<file path="config.mk">
export PLATFORM = sky130hd
export DESIGN_NAME = length_prefixed_packet_ring_top
export DESIGN_NICKNAME = d
export VERILOG_FILES = /design/src/design/lppr_pkg.sv /design/src/design/lppr_ram.sv /design/src/design/length_prefixed_packet_ring_top.sv
export VERILOG_INCLUDE_DIRS = /design/src /design/src/design
export SDC_FILE = /design/constraint.sdc
export NUM_CORES = 1
export LEC_CHECK = 0
export BUFFER_PORTS_ARGS = -buffer_cell sky130_fd_sc_hd__buf_2
export CORE_AREA = 2 2 323 165
export CTS_CLUSTER_DIAMETER = 150
export CTS_CLUSTER_SIZE = 25
export DETAILED_ROUTE_END_ITERATION = 12
export DIE_AREA = 0 0 325 167
export PLACE_DENSITY_LB_ADDON = 0.15
export SYNTH_ARGS = -nofsm -noshare
export SYNTH_HDL_FRONTEND = slang
export SYNTH_SLANG_ARGS = --single-unit
</file>
<file path="constraint.sdc">
create_clock -name clock -period 4.3 [get_ports clock]
set_input_delay 0.86 -clock clock [delete_from_list [all_inputs] [get_ports clock]]
set_output_delay 0.86 -clock clock [all_outputs]
set_load 0.02 [all_outputs]
</file>
<file path="src/design/length_prefixed_packet_ring_top_macros.svh">
// ----------------------------------------------------------------------------
// Assertion macros for the length-prefixed packet ring
// Short forms for a clocked implication, checked in the same cycle or in
// the next one, with reset masking the check.
// ----------------------------------------------------------------------------
`ifndef LENGTH_PREFIXED_PACKET_RING_TOP_MACROS_SVH
`define LENGTH_PREFIXED_PACKET_RING_TOP_MACROS_SVH

// Consequent must hold in the same cycle as the antecedent.
`define LPPR_ASSERT_NOW(lbl, clk, rst, ante, cons, msg) \
   lbl: assert property (@(posedge clk) disable iff (rst) (ante) |-> (cons)) \
      else $error(msg);

// Consequent must hold in the cycle after the antecedent.
`define LPPR_ASSERT_NEXT(lbl, clk, rst, ante, cons, msg) \
   lbl: assert property (@(posedge clk) disable iff (rst) (ante) |=> (cons)) \
      else $error(msg);

`endif

</file>
<file path="src/design/lppr_pkg.sv">
// ----------------------------------------------------------------------------
// Length-prefixed packet ring package
// Shared constants, command and status codes, sequencer states and the
// result word layout.
// ----------------------------------------------------------------------------
package lppr_pkg;

   localparam int LPPR_DEPTH = 64;   // default ring depth in entries
   localparam int BYTE_W     = 8;
   localparam int FREE_W     = 7;    // width of the reported free count

   localparam logic CMD_PUSH = 1'b0;
   localparam logic CMD_POP  = 1'b1;

   typedef enum logic [1:0] {
      STAT_OK    = 2'd0,
      STAT_BUSY  = 2'd1,
      STAT_EMPTY = 2'd2,
      STAT_DROP  = 2'd3
   } lppr_status_type;

   typedef enum logic [2:0] {
      S_IDLE,
      S_EXEC,
      S_PUSH,
      S_HDR,
      S_POP_HDR,
      S_POP_RD,
      S_POP_DATA,
      S_EMIT
   } lppr_state_type;

   typedef struct packed {
      logic [BYTE_W-1:0] data;
      logic              valid;
      logic              last;
      lppr_status_type   status;
   } lppr_result_type;

endpackage

</file>
<file path="src/design/lppr_ram.sv">
// ----------------------------------------------------------------------------
// Generic single-write, single-read RAM
// One write port and one read port; read data is registered and holds
// while no read is requested.
// ----------------------------------------------------------------------------
module lppr_ram #(
   parameter int WIDTH = 8,
   parameter int DEPTH = 64
) (
   input  logic                     clock,
   input  logic                     wr_en,
   input  logic [$clog2(DEPTH)-1:0] wr_addr,
   input  logic [WIDTH-1:0]         wr_data,
   input  logic                     rd_en,
   input  logic [$clog2(DEPTH)-1:0] rd_addr,
   output logic [WIDTH-1:0]         rd_data
);

   logic [WIDTH-1:0] mem [DEPTH];
   logic [WIDTH-1:0] rd_data_ff;

   always_ff @(posedge clock) begin
      if (wr_en) begin
         mem[wr_addr] <= wr_data;
      end
      if (rd_en) begin
         rd_data_ff <= mem[rd_addr];
      end
   end

   assign rd_data = rd_data_ff;

endmodule

</file>
<file path="src/design/length_prefixed_packet_ring_top.sv">
// ----------------------------------------------------------------------------
// Length-prefixed packet ring
// Byte ring holding whole packets, each as a length header and its bytes.
// ----------------------------------------------------------------------------
// A push word adds one byte to the packet being assembled; the first byte
// reserves a header entry and the end-of-packet byte writes the length into
// it, committing the packet. A packet that needs more entries than are free
// (length plus header) is dropped whole with status 3, and the rest of it up
// to its end byte is dropped the same way. A pop word, when tx_busy is low
// and a packet is committed, returns the oldest packet as one response word
// per byte, tlast on the final one; otherwise one word with status busy (1)
// or empty (2). Every response carries the free entry count after the step.
// Flow: one word is taken at a time and req_tready is high only while the
// sequencer is idle. A push steps through execute, RAM write and response;
// an end-of-packet byte that commits adds a header step (the header write
// is a second RAM write), and a byte of a packet already being dropped
// skips the RAM write. A refused pop goes from execute to the response. A
// pop reads the header, then, as the RAM has a registered read, each byte
// takes an address step, a data step and a step to load the response
// register. Back-pressure on the response side holds the sequencer in the
// response step. All index arithmetic uses one shared wrap-around incrementer.
// ----------------------------------------------------------------------------
`include "length_prefixed_packet_ring_top_macros.svh"

module length_prefixed_packet_ring_top #(
   parameter int DEPTH = lppr_pkg::LPPR_DEPTH
) (
   input  logic        clock,
   input  logic        reset,
   // request channel
   input  logic        req_tvalid,
   output logic        req_tready,
   input  logic [15:0] req_tdata,   // [7:0] data_byte, [8] tx_busy, rest zero
   input  logic        req_tlast,   // end_of_packet
   input  logic        req_tuser,   // [0] cmd (0 push, 1 pop)
   // response channel
   output logic        rsp_tvalid,
   input  logic        rsp_tready,
   output logic [15:0] rsp_tdata,   // [7:0] out_byte, [14:8] free_space, [15] zero
   output logic        rsp_tlast,   // last_of_run
   output logic [2:0]  rsp_tuser    // [0] byte_valid, [2:1] status
);

   localparam int AW = $clog2(DEPTH);              // ring index width
   localparam int FW = $clog2(DEPTH + 1);          // free entry count width
   localparam int LW = ((FW > 8) ? FW : 8) + 1;    // header clamp compare width
   localparam int BW = lppr_pkg::BYTE_W;

   // sequencer and ring bookkeeping
   lppr_pkg::lppr_state_type state_ff, state_in;
   logic [AW-1:0] write_index_ff, write_index_in;
   logic [AW-1:0] read_index_ff,  read_index_in;
   logic [AW-1:0] header_slot_ff, header_slot_in;
   logic [AW-1:0] pending_ff,     pending_in;
   logic [FW-1:0] free_ff,        free_in;
   logic          drop_ff,        drop_in;
   logic [AW-1:0] pos_ff,         pos_in;
   logic [AW-1:0] remain_ff,      remain_in;

   // captured request word
   logic          cmd_ff,  cmd_in;
   logic [BW-1:0] byte_ff, byte_in;
   logic          eop_ff,  eop_in;
   logic          busy_ff, busy_in;

   // staged result and response register
   lppr_pkg::lppr_result_type stg_ff, stg_in;
   lppr_pkg::lppr_result_type out_ff, out_in;
   logic [lppr_pkg::FREE_W-1:0] out_free_ff, out_free_in;
   logic          rsp_valid_ff, rsp_valid_in;

   // RAM port
   logic          ram_wr_en;
   logic [AW-1:0] ram_wr_addr;
   logic [BW-1:0] ram_wr_data;
   logic          ram_rd_en;
   logic [AW-1:0] ram_rd_addr;
   logic [BW-1:0] ram_rd_data;

   // shared incrementer and decode
   logic [AW-1:0] inc_arg;
   logic [AW-1:0] inc_out;
   logic          ring_empty;
   logic          push_fail;
   logic [FW:0]   push_need;
   logic [FW-1:0] used;
   logic [FW-1:0] len_lim;
   logic [FW-1:0] len_clamp;
   logic          slot_free;
   logic          pop_go;

   lppr_ram #(
      .WIDTH (BW),
      .DEPTH (DEPTH)
   ) u_ring (
      .clock   (clock),
      .wr_en   (ram_wr_en),
      .wr_addr (ram_wr_addr),
      .wr_data (ram_wr_data),
      .rd_en   (ram_rd_en),
      .rd_addr (ram_rd_addr),
      .rd_data (ram_rd_data)
   );

   // Shared wrap-around incrementer; the operand depends on the step.
   always_comb begin
      case (state_ff)
         lppr_pkg::S_POP_HDR: inc_arg = read_index_ff;
         lppr_pkg::S_POP_RD:  inc_arg = pos_ff;
         default:             inc_arg = write_index_ff;
      endcase
   end

   assign inc_out = (inc_arg == AW'(DEPTH - 1)) ? '0 : inc_arg + AW'(1);

   // Decode shared by the next-state and datapath blocks.
   always_comb begin
      ring_empty = (free_ff >= FW'(DEPTH));
      pop_go     = !busy_ff && !ring_empty;
      // packet needs its bytes so far, this byte and the header
      push_need  = (FW + 1)'(pending_ff) + (FW + 1)'(2);
      push_fail  = push_need > (FW + 1)'(free_ff);
      used       = FW'(DEPTH) - free_ff;
      len_lim    = used - FW'(1);
      // clamp a header that claims more than the committed entries hold
      len_clamp  = (LW'(ram_rd_data) > LW'(len_lim)) ? len_lim : FW'(ram_rd_data);
      slot_free  = !rsp_valid_ff || rsp_tready;
   end

   // Next state.
   always_comb begin
      state_in = state_ff;
      case (state_ff)
         lppr_pkg::S_IDLE: begin
            if (req_tvalid) begin
               state_in = lppr_pkg::S_EXEC;
            end
         end
         lppr_pkg::S_EXEC: begin
            if (cmd_ff == lppr_pkg::CMD_POP) begin
               state_in = pop_go ? lppr_pkg::S_POP_HDR : lppr_pkg::S_EMIT;
            end else begin
               state_in = drop_ff ? lppr_pkg::S_EMIT : lppr_pkg::S_PUSH;
            end
         end
         lppr_pkg::S_PUSH: begin
            state_in = (!push_fail && eop_ff) ? lppr_pkg::S_HDR : lppr_pkg::S_EMIT;
         end
         lppr_pkg::S_HDR: begin
            state_in = lppr_pkg::S_EMIT;
         end
         lppr_pkg::S_POP_HDR: begin
            state_in = (len_clamp == '0) ? lppr_pkg::S_EMIT : lppr_pkg::S_POP_RD;
         end
         lppr_pkg::S_POP_RD: begin
            state_in = lppr_pkg::S_POP_DATA;
         end
         lppr_pkg::S_POP_DATA: begin
            state_in = lppr_pkg::S_EMIT;
         end
         lppr_pkg::S_EMIT: begin
            if (slot_free) begin
               state_in = stg_ff.last ? lppr_pkg::S_IDLE : lppr_pkg::S_POP_RD;
            end
         end
         default: begin
            state_in = lppr_pkg::S_IDLE;
         end
      endcase
   end

   // Datapath, RAM control and response register.
   always_comb begin
      write_index_in = write_index_ff;
      read_index_in  = read_index_ff;
      header_slot_in = header_slot_ff;
      pending_in     = pending_ff;
      free_in        = free_ff;
      drop_in        = drop_ff;
      pos_in         = pos_ff;
      remain_in      = remain_ff;
      cmd_in         = cmd_ff;
      byte_in        = byte_ff;
      eop_in         = eop_ff;
      busy_in        = busy_ff;
      stg_in         = stg_ff;
      out_in         = out_ff;
      out_free_in    = out_free_ff;
      rsp_valid_in   = rsp_valid_ff && !rsp_tready;
      ram_wr_en      = 1'b0;
      ram_wr_addr    = write_index_ff;
      ram_wr_data    = byte_ff;
      ram_rd_en      = 1'b0;
      ram_rd_addr    = read_index_ff;

      case (state_ff)
         lppr_pkg::S_IDLE: begin
            // capture the request word
            cmd_in  = req_tuser;
            byte_in = req_tdata[BW-1:0];
            eop_in  = req_tlast;
            busy_in = req_tdata[BW];
         end
         lppr_pkg::S_EXEC: begin
            stg_in.data  = '0;
            stg_in.valid = 1'b0;
            stg_in.last  = 1'b1;
            stg_in.status = lppr_pkg::STAT_OK;
            if (cmd_ff == lppr_pkg::CMD_POP) begin
               if (busy_ff) begin
                  stg_in.status = lppr_pkg::STAT_BUSY;
               end else if (ring_empty) begin
                  stg_in.status = lppr_pkg::STAT_EMPTY;
               end else begin
                  // fetch the oldest header
                  ram_rd_en   = 1'b1;
                  ram_rd_addr = read_index_ff;
               end
            end else if (drop_ff) begin
               // discard up to and including the end byte
               stg_in.status = lppr_pkg::STAT_DROP;
               if (eop_ff) begin
                  drop_in = 1'b0;
               end
            end else if (pending_ff == '0) begin
               // reserve the header entry
               header_slot_in = write_index_ff;
               write_index_in = inc_out;
            end
         end
         lppr_pkg::S_PUSH: begin
            if (push_fail) begin
               // abandon the packet, rewind to its header
               write_index_in = header_slot_ff;
               pending_in     = '0;
               drop_in        = !eop_ff;
               stg_in.status  = lppr_pkg::STAT_DROP;
            end else begin
               ram_wr_en      = 1'b1;
               ram_wr_addr    = write_index_ff;
               ram_wr_data    = byte_ff;
               write_index_in = inc_out;
               pending_in     = pending_ff + AW'(1);
            end
         end
         lppr_pkg::S_HDR: begin
            // commit: write the length and claim its entries
            ram_wr_en   = 1'b1;
            ram_wr_addr = header_slot_ff;
            ram_wr_data = BW'(pending_ff);
            free_in     = free_ff - (FW'(pending_ff) + FW'(1));
            pending_in  = '0;
         end
         lppr_pkg::S_POP_HDR: begin
            free_in   = free_ff + len_clamp + FW'(1);
            remain_in = AW'(len_clamp);
            pos_in    = inc_out;
            if (len_clamp == '0) begin
               read_index_in = inc_out;
            end
         end
         lppr_pkg::S_POP_RD: begin
            ram_rd_en   = 1'b1;
            ram_rd_addr = pos_ff;
            pos_in      = inc_out;
            remain_in   = remain_ff - AW'(1);
            if (remain_ff == AW'(1)) begin
               // past the final byte: next header
               read_index_in = inc_out;
            end
         end
         lppr_pkg::S_POP_DATA: begin
            stg_in.data   = ram_rd_data;
            stg_in.valid  = 1'b1;
            stg_in.last   = (remain_ff == '0);
            stg_in.status = lppr_pkg::STAT_OK;
         end
         lppr_pkg::S_EMIT: begin
            if (slot_free) begin
               out_in       = stg_ff;
               out_free_in  = lppr_pkg::FREE_W'(free_ff);
               rsp_valid_in = 1'b1;
            end
         end
         default: begin
         end
      endcase
   end

   always_ff @(posedge clock) begin
      if (reset) begin
         state_ff       <= lppr_pkg::S_IDLE;
         write_index_ff <= '0;
         read_index_ff  <= '0;
         header_slot_ff <= '0;
         pending_ff     <= '0;
         free_ff        <= FW'(DEPTH);
         drop_ff        <= 1'b0;
         rsp_valid_ff   <= 1'b0;
      end else begin
         state_ff       <= state_in;
         write_index_ff <= write_index_in;
         read_index_ff  <= read_index_in;
         header_slot_ff <= header_slot_in;
         pending_ff     <= pending_in;
         free_ff        <= free_in;
         drop_ff        <= drop_in;
         rsp_valid_ff   <= rsp_valid_in;
      end
   end

   // payload registers, no reset
   always_ff @(posedge clock) begin
      pos_ff      <= pos_in;
      remain_ff   <= remain_in;
      cmd_ff      <= cmd_in;
      byte_ff     <= byte_in;
      eop_ff      <= eop_in;
      busy_ff     <= busy_in;
      stg_ff      <= stg_in;
      out_ff      <= out_in;
      out_free_ff <= out_free_in;
   end

   // Take a word only while idle.
   assign req_tready = (state_ff == lppr_pkg::S_IDLE);

   assign rsp_tvalid = rsp_valid_ff;
   assign rsp_tdata  = {1'b0, out_free_ff, out_ff.data};
   assign rsp_tlast  = out_ff.last;
   assign rsp_tuser  = {out_ff.status, out_ff.valid};

   // An accepted word always starts execution next cycle.
   `LPPR_ASSERT_NEXT(a_accept_exec, clock, reset, req_tvalid && req_tready,
      state_ff == lppr_pkg::S_EXEC, "accepted word did not start execution")

   // While dropping, no partial packet is held.
   `LPPR_ASSERT_NOW(a_drop_no_pending, clock, reset, drop_ff,
      pending_ff == '0, "drop active with bytes pending")

   // A packet under assembly always fits with its header.
   `LPPR_ASSERT_NOW(a_pending_fits, clock, reset, pending_ff != '0,
      (FW + 1)'(pending_ff) + (FW + 1)'(1) <= (FW + 1)'(free_ff),
      "pending packet exceeds free entries")

   // A byte fetch only happens with bytes left to send.
   `LPPR_ASSERT_NOW(a_pop_remain, clock, reset, state_ff == lppr_pkg::S_POP_RD,
      remain_ff != '0, "byte fetch with nothing left")

endmodule

</file>
==> metrics.yaml, run 1 <==
floorplan:
  num_io_pins: 44
  die_w_um: 325
  die_h_um: 167
  core_mm2: 0.0515
  dieArea_mm2: 0.0543
  start_util_pct: 49.5
  rows: 59
global_route:
  grt_pass1_wl_mm: 102
  gr-total-overflow: 0
  antenna_found_initial: 5
  grt_usage_pct: 25.4
  grt_max_degree: 73
  grt_pass1_vias: 15200
setup_path:
  path_class: "flip-flop to flip-flop"
  r2r_end: "free_ff[6]$_SDFFE_PP1P_"
  cp-end-kind: "flip-flop"
  worstPathMaxFanout: 9
  cp_slowest_cell: "dfxtp_1"
  critPathMaxStageDelay_ns: 0.50
  arrival_ns: 4.44
  path_cells: "inv_1, ha_1, nand4b_1, a211o_1, a21oi_4, nor2_1, a21oi_1, ha_1, fa_1, nor2b_1, o21a_1, o21ai_0, nand2b_1, a21oi_1, xor2_1, a31oi_1"
  rr_worst_depth: 16
  r2r_start: "free_ff[6]$_SDFFE_PP1P_"
  cp.required_ns: 4.79
  cp-start-kind: "flip-flop"
  r2r_slack_ns: 0.35
final_layout:
  syn_to_final_growth_pct: 10.7
  multiInputGateArea_mm2: 0.00707
  seqCellArea_mm2: 0.0180
  layout_commonest_cell: "edfxtp_1"
  fin_util_pct: 54.8
  final_cell_mix: "edfxtp_1, nand2_1, nand3_1"
  fin_nets: 2160
  drive_gt1_share_pct: 11.2
  nFillCells: 4260
yosys:
  syn_nets: 2066
  synth_edf_count: 574
  synth.distinct_cells: 61
  yosysTopAreaCellShare_pct: 67.7
  synth.largest_area_cell: "edfxtp_1"
  ys_warn_count: 0
  netlist_instances: 2009
  synth.avg_cell_area_um2: 12.7
  synth-seq-cells: 610
  synth_ff_type: "edfxtp_1"
  synth-seq-area-share_pct: 70.5
  syn_area_mm2: 0.0255
  async_flop_share_pct: 0
  ys_top_cells_by_area: "edfxtp_1, nand2_1, nand3_1"
clock_network:
  path_clk_slew_ns: 0.10
  cts.hold.buffers_added: 0
  worstSkewPairLatency_ns: 0.62
  cts.root.buffer_cell: "clkbuf_16"
  cts_tree: "done"
  cts.sinks: 610
  cts_resized: 0
  post_cts_buffers: 0
  cts_buffers: 28
  max-clock-path-buffers: 3
  htreeDepth: 1
power_and_ir_drop:
  ir_drop_mv: 0.441
  power_density_mw_per_mm2: 442
  power.leakage_nw: 9.89
sta:
  worst_slew_pin_slew_ns: 1.16
  setup_viol: 0
  fmaxAchievable_ghz: 0.253
  finalClockSkew_ns: 0.0296
  post-route-period-util_pct: 91.8
  min_period_ns: 3.95
  slew_violations: 0
  rsz0062_at_grt: "no"
  hold_viol: 0
  max-slew-margin-rel_pct: 22.5
  fin_setup_tns_ns: 0
hold_path:
  worstHoldStart: "req_tuser"
  min_path_type: "input pin to flip-flop"
  worstHoldEndpoint: "cmd_ff$_DFFE_PP_"
  min_path_cells: 1
placement:
  globalplace.congestion: 0.937
  portBuffers: 35
  dp_hpwl_mm: 47.3
routing:
  vias: 16700
  drc: 0
  drt-initial-drc-count: 2473
  final_antenna_net_count: 0
  wl_per_cell_um: 24.5
  vias_per_cell: 5.92
  wirelength_mm: 69.3
  drtPass1Iterations: 5
run:
  cap_viol_max_count: 0
status:
  outcome: "completed"
## registers in the layout, indices dropped and copies added (netlist names), 3 cells and up
name and count:
state_ff 3, free_ff 7, byte_ff 8, rsp_tuser 3, remain_ff 6, read_index_ff 6
rsp_tdata 8, stg_ff 12, pos_ff 6, write_index_ff 6, out_free_ff 7, pending_ff 6
u_ring.mem 512, u_ring.rd_data 8, header_slot_ff 6
## per-layer routing
layer / vias up / share of wire (%) / track usage (%)
li1: 7543 / - / -
met1: 8341 / 49 / 44.1
met2: 798 / 37 / 31.4
met3: 53 / 12 / 6.86
met4: 2 / 1.1 / 3.22
met5: - / 0.016 / 0
## logic make-up after synthesis
| logic type | synth area share (%) |
|---|---|
| muxes | 3.33 |
| DFF | 70.5 |
| buffers and inverters | 2.20 |
| AOI/OAI and AO/OA | 5.10 |
| xor gates and xnor gates | 0.619 |
| and+or+nand+nor | 16.4 |
| other | 0.0147 |
| adders and majority gates | 1.78 |
## worst max-delay path by stage
stage,startpoint,endpoint,cells past startpoint
after floorplan,state_ff[0]$_SDFFE_PP0P_,u_ring.mem[0][0]$_DFFE_PP_,7
after global placement,free_ff[6]$_SDFFE_PP1P_,free_ff[6]$_SDFFE_PP1P_,16
after detailed placement,free_ff[6]$_SDFFE_PP1P_,free_ff[6]$_SDFFE_PP1P_,16
after CTS,free_ff[6]$_SDFFE_PP1P_,free_ff[6]$_SDFFE_PP1P_,16
after global routing,free_ff[6]$_SDFFE_PP1P_,free_ff[6]$_SDFFE_PP1P_,16
final,free_ff[6]$_SDFFE_PP1P_,free_ff[6]$_SDFFE_PP1P_,16
## layout make-up
| type | instances | share of cell area, % |
|---|---|---|
| multi-input combinational | 1263 | 25.1 |
| inverter | 30 | 0.399 |
| timing repair buffer | 170 | 4.75 |
| antenna | 3 | 0.0266 |
| clock buffer | 50 | 2.85 |
| clock inverter | 1 | 0.0577 |
| tap | 701 | 3.11 |
| sequential | 610 | 63.7 |
## critical path: cells and delay by family (launching register included)
kind / cells / cell delay (ns)
compound gates: 7 / 1.74
simple gates: 4 / 0.43
xor+xnor: 1 / 0.15
fa+ha+maj: 3 / 0.90
buf+inv: 1 / 0.11
flops: 1 / 0.50
## power breakdown
part           internal [W]  switching [W]  total (W)  leakage, nW
Combinational      0.000653        0.00156    0.00221         4.02
Sequential          0.00701       0.000135    0.00714         5.47
Clock               0.00129        0.00180    0.00309        0.389
## cells in the mapped netlist (2+ instances only)
master	number
ha_1	33
xnor2_1	12
a31oi_1	60
nor2_1	120
edfxtp_1	574
a222oi_1	7
a21boi_0	2
and2_1	6
a211oi_1	7
nand4_1	60
a21oi_1	32
nand3_1	169
or3_1	7
mux2i_1	72
dfxtp_1	36
mux2_2	10
or2_2	6
nor3_1	15
and3_1	16
and4_1	8
nor4_1	3
a221oi_1	3
nand2_1	487
inv_1	30
o21a_1	4
clkbuf_1	62
nand4b_1	2
o211ai_1	3
and3b_1	2
a32oi_1	18
fa_1	2
nand3b_1	12
buf_1	7
buf_2	36
nor2b_1	10
a311oi_1	3
nand2b_1	13
xor2_1	6
o21ai_0	19
a21o_1	5
o21bai_1	9
o22ai_1	2
## through the flow
stage	cell area, µm²	std cells	power, W	worst slack [ns]	hold WS, ns
2_1_floorplan	25500	2009	0.00854	-0.390	0.400
3_3_place_gp	27400	2774	0.00938	0.550	0.402
3_5_place_dp	27400	2774	0.00943	0.491	0.405
4_1_cts	28200	2825	0.0125	0.466	0.373
5_1_grt	28200	2825	0.0129	0.0118	0.380
6_report	28200	2828	0.0124	0.351	0.414
(Power assumes the default switching activity.)
==> run 2: changes to the inputs <==
--- a/config.mk
+++ b/config.mk
@@ -6,12 +6,15 @@
 export SDC_FILE = /design/constraint.sdc
 export NUM_CORES = 1
 export LEC_CHECK = 0
+export ABC_AREA = 1
 export BUFFER_PORTS_ARGS = -buffer_cell sky130_fd_sc_hd__buf_2
-export CORE_AREA = 2 2 323 165
+export CELL_PAD_IN_SITES_DETAIL_PLACEMENT = 2
+export CELL_PAD_IN_SITES_GLOBAL_PLACEMENT = 2
+export CORE_AREA = 2 2 357 182
 export CTS_CLUSTER_DIAMETER = 150
 export CTS_CLUSTER_SIZE = 25
 export DETAILED_ROUTE_END_ITERATION = 12
-export DIE_AREA = 0 0 325 167
+export DIE_AREA = 0 0 359 184
 export PLACE_DENSITY_LB_ADDON = 0.15
 export SYNTH_ARGS = -nofsm -noshare
 export SYNTH_HDL_FRONTEND = slang
==> constraint.sdc (replaced) <==
create_clock -name clock -period 4.4 [get_ports clock]
set_input_delay 0.88 -clock clock [delete_from_list [all_inputs] [get_ports clock]]
set_output_delay 0.88 -clock clock [all_outputs]
set_load 0.02 [all_outputs]
==> metrics.yaml, run 2 <==
clock_network:
  htreeDepth: 1  # unchanged
  max-clock-path-buffers: 3  # unchanged
  cts_buffers: 28  # unchanged
  cts.sinks: 610  # unchanged
  cts_tree: "done"
  worstSkewPairLatency_ns: 0.64  # +0.02 ns
  cts_resized: 0  # unchanged
  cts.hold.buffers_added: 0  # unchanged
  path_clk_slew_ns: 0.11  # about the same
  cts.root.buffer_cell: "clkbuf_16"
  post_cts_buffers: 0  # unchanged
power_and_ir_drop:
  power_density_mw_per_mm2: 532  # +20%
  power.leakage_nw: 11.3  # +14%
  total_power_w: 0.0155  # +25%
  ir_drop_mv: 0.328  # -26%
routing:
  final_antenna_net_count: 0  # unchanged
  wirelength_mm: 83.8  # +21%
  drtPass1Iterations: 5  # unchanged
  drt-initial-drc-count: 1584  # -36%
  vias: 18500  # +11%
  wl_per_cell_um: 25.5  # +4.3%
  drc: 0  # unchanged
  vias_per_cell: 5.64  # -4.7%
global_route:
  grt_max_degree: 161  # +120%
  grt_pass1_vias: 20100  # +32%
  grt_usage_pct: 25.4  # about the same
  grt_pass1_wl_mm: 126  # +23%
  antenna_found_initial: 1  # -4
  gr-total-overflow: 0  # unchanged
sta:
  max-slew-margin-rel_pct: 37.0  # +15 points
  worst_slew_pin_slew_ns: 0.945  # -0.216 ns
  hold_viol: 0  # unchanged
  min_period_ns: 4.02  # +0.0716 ns
  rsz0062_at_grt: "no"
  setup_ws_ns: 0.379  # +0.0284 ns
  finalClockSkew_ns: 0.0230  # -0.00666 ns
  setup_viol: 0  # unchanged
  fin_setup_tns_ns: 0  # unchanged
  post-route-period-util_pct: 91.4  # -0.46 points
  slew_violations: 0  # unchanged
  fmaxAchievable_ghz: 0.249  # -1.8%
final_layout:
  top_regs: "u_ring.mem (512), stg_ff (12)"
  layout_commonest_cell: "edfxtp_1"
  fin_nets: 2492  # +15%
  syn_to_final_growth_pct: 8.62
  final_cell_mix: "edfxtp_1, nand2_1, inv_1"
  drive_gt1_share_pct: 9.08  # -2.1 points
  top_register: "u_ring.mem"
  design_area_mm2: 0.0291  # +3.4%
  nFillCells: 6402  # +50%
  largest_register_ffs: 512  # unchanged
  diodes: 0  # -3
yosys:
  synth.largest_area_cell: "edfxtp_1"
  synth-seq-area-share_pct: 66.9  # -3.6 points
  synth_edf_count: 574  # unchanged
  synth-seq-cells: 610  # unchanged
  synth_common_cells: "edfxtp_1, nand2_1, inv_1, nand3_1, o211ai_1"
  synth.avg_cell_area_um2: 11.2  # -11%
  syn_nets: 2448  # +18%
  synth.distinct_cells: 48  # -21%
  ys_top_cells_by_area: "edfxtp_1, o211ai_1, nand2_1"
  async_flop_share_pct: 0  # unchanged
  syn_area_mm2: 0.0268  # +5.4%
  yosysMostFrequentCell: "edfxtp_1"
  synth_ff_type: "edfxtp_1"
  ys_warn_count: 0  # unchanged
  netlist_instances: 2391  # +19%
  yosysTopAreaCellShare_pct: 64.2  # -3.4 points
floorplan:
  die_w_um: 359  # +10%
  die_h_um: 184  # +10%
  dieArea_mm2: 0.0661  # +22%
  num_io_pins: 44  # unchanged
  rows: 65  # +10%
  start_util_pct: 42.8  # -6.7 points
  core_mm2: 0.0627  # +22%
setup_path:
  r2r_end: "u_ring.mem[15][7]$_DFFE_PP_"
  cp.required_ns: 4.68  # -0.11 ns
  cp-end-kind: "flip-flop"
  cp-start-kind: "flip-flop"
  rr_worst_depth: 14  # -2
  arrival_ns: 4.30  # -0.14 ns
  r2r_start: "pending_ff[2]$_SDFFE_PP0P_"
  path_class: "flip-flop to flip-flop"
  worstPathMaxFanout: 10  # +1
  startpoint: "pending_ff[2]$_SDFFE_PP0P_"
  r2r_slack_ns: 0.38  # +0.03 ns
hold_path:
  min_path_cells: 1  # unchanged
  worstHoldEndpoint: "byte_ff[3]$_DFFE_PP_"
  min_path_type: "input pin to flip-flop"
  worstHoldStart: "req_tdata[3]"
placement:
  globalplace.congestion: 0.805  # -14%
  portBuffers: 35  # unchanged
  dp_hpwl_mm: 55.4  # +17%
  pre_cts_slack_ns: 0.409  # -0.0822 ns
  postPlaceCellArea_mm2: 0.0284  # +3.7%
run:
  cap_viol_max_count: 0  # unchanged
status:
  outcome: "completed"
run 2: cell count changes after synthesis, moves of 48 or more:
cell and delta:
clkbuf_1 -48, mux2i_1 -72, a31oi_1 -55, o211ai_1 +240
nand2_1 -86, nand4_1 -57, inv_1 +336, nand3_1 +119
run 2: cells by family after synthesis:
logic type / count (synthesis) / synth area share, %
XOR/XNOR: 10 / 0.326
other: 1 / 0.0140
AND/OR/NAND/NOR: 888 / 14.4
AO/OA/AOI/OAI: 349 / 9.02
buffers and inverters: 498 / 7.64
flip-flops: 610 / 66.9
adder cells (fa/ha/maj): 35 / 1.69
run 2: critical path, cell delays in order (launching register included):
cell and delay (ns):
dfxtp_1 0.46, ha_1 0.23, nand2_1 0.10, nor2_1 0.13, xor2_1 0.22, ha_1 0.27, nand2_1 0.10, o21ai_0 0.09
a21oi_1 0.12, nor2_1 0.15, nor2_2 0.29, inv_2 0.08, nand2_2 0.23, nand2_1 0.45, nor2_1 0.74
run 2: area by class of cell:
class	count	area (µm²)	area share (%)
flip-flops and latches	610	18000	61.6
multi-input cells	1283	6940	23.8
inverters	381	1440	4.92
well taps	837	1050	3.59
repair buffers	131	996	3.42
clock buffers	38	738	2.53
clock inverters	2	32.5	0.112
run 2: worst max path at each step:
stage                             endpoint  slack (ns)  cells past startpoint
4_1_cts        u_ring.mem[15][6]$_DFFE_PP_        0.40                     14
3_5_place_dp   u_ring.mem[15][7]$_DFFE_PP_        0.41                     14
3_3_place_gp   u_ring.mem[15][5]$_DFFE_PP_        0.47                     14
6_report       u_ring.mem[15][7]$_DFFE_PP_        0.38                     14
2_1_floorplan   u_ring.mem[0][0]$_DFFE_PP_        0.03                      6
5_1_grt        u_ring.mem[15][6]$_DFFE_PP_        0.04                     14
run 2: through the flow:
stage / util (%) / hold WS, ns / instances
final: 46.5 / 0.422 / 3282
after global routing: 46.5 / 0.394 / 3282
after CTS: 46.5 / 0.396 / 3282
after detailed placement: 45.3 / 0.407 / 3242
after global placement: 45.3 / 0.400 / 3242
after floorplan: - / 0.400 / 2391
run 2: where the power goes:
| part | internal (W) | switching, W |
|---|---|---|
| Clock | 0.00119 | 0.00184 |
| Sequential | 0.00734 | 0.000199 |
| Combinational | 0.00115 | 0.00379 |
run 2: routing by layer:
layer	GRT usage, %	part of all wire [%]	vias to the layer above
li1	-	-	8360
met1	32.4	43	9595
met2	46.0	50	424
met3	2.98	4.4	126
met4	7.12	2.8	0
met5	0	0	-
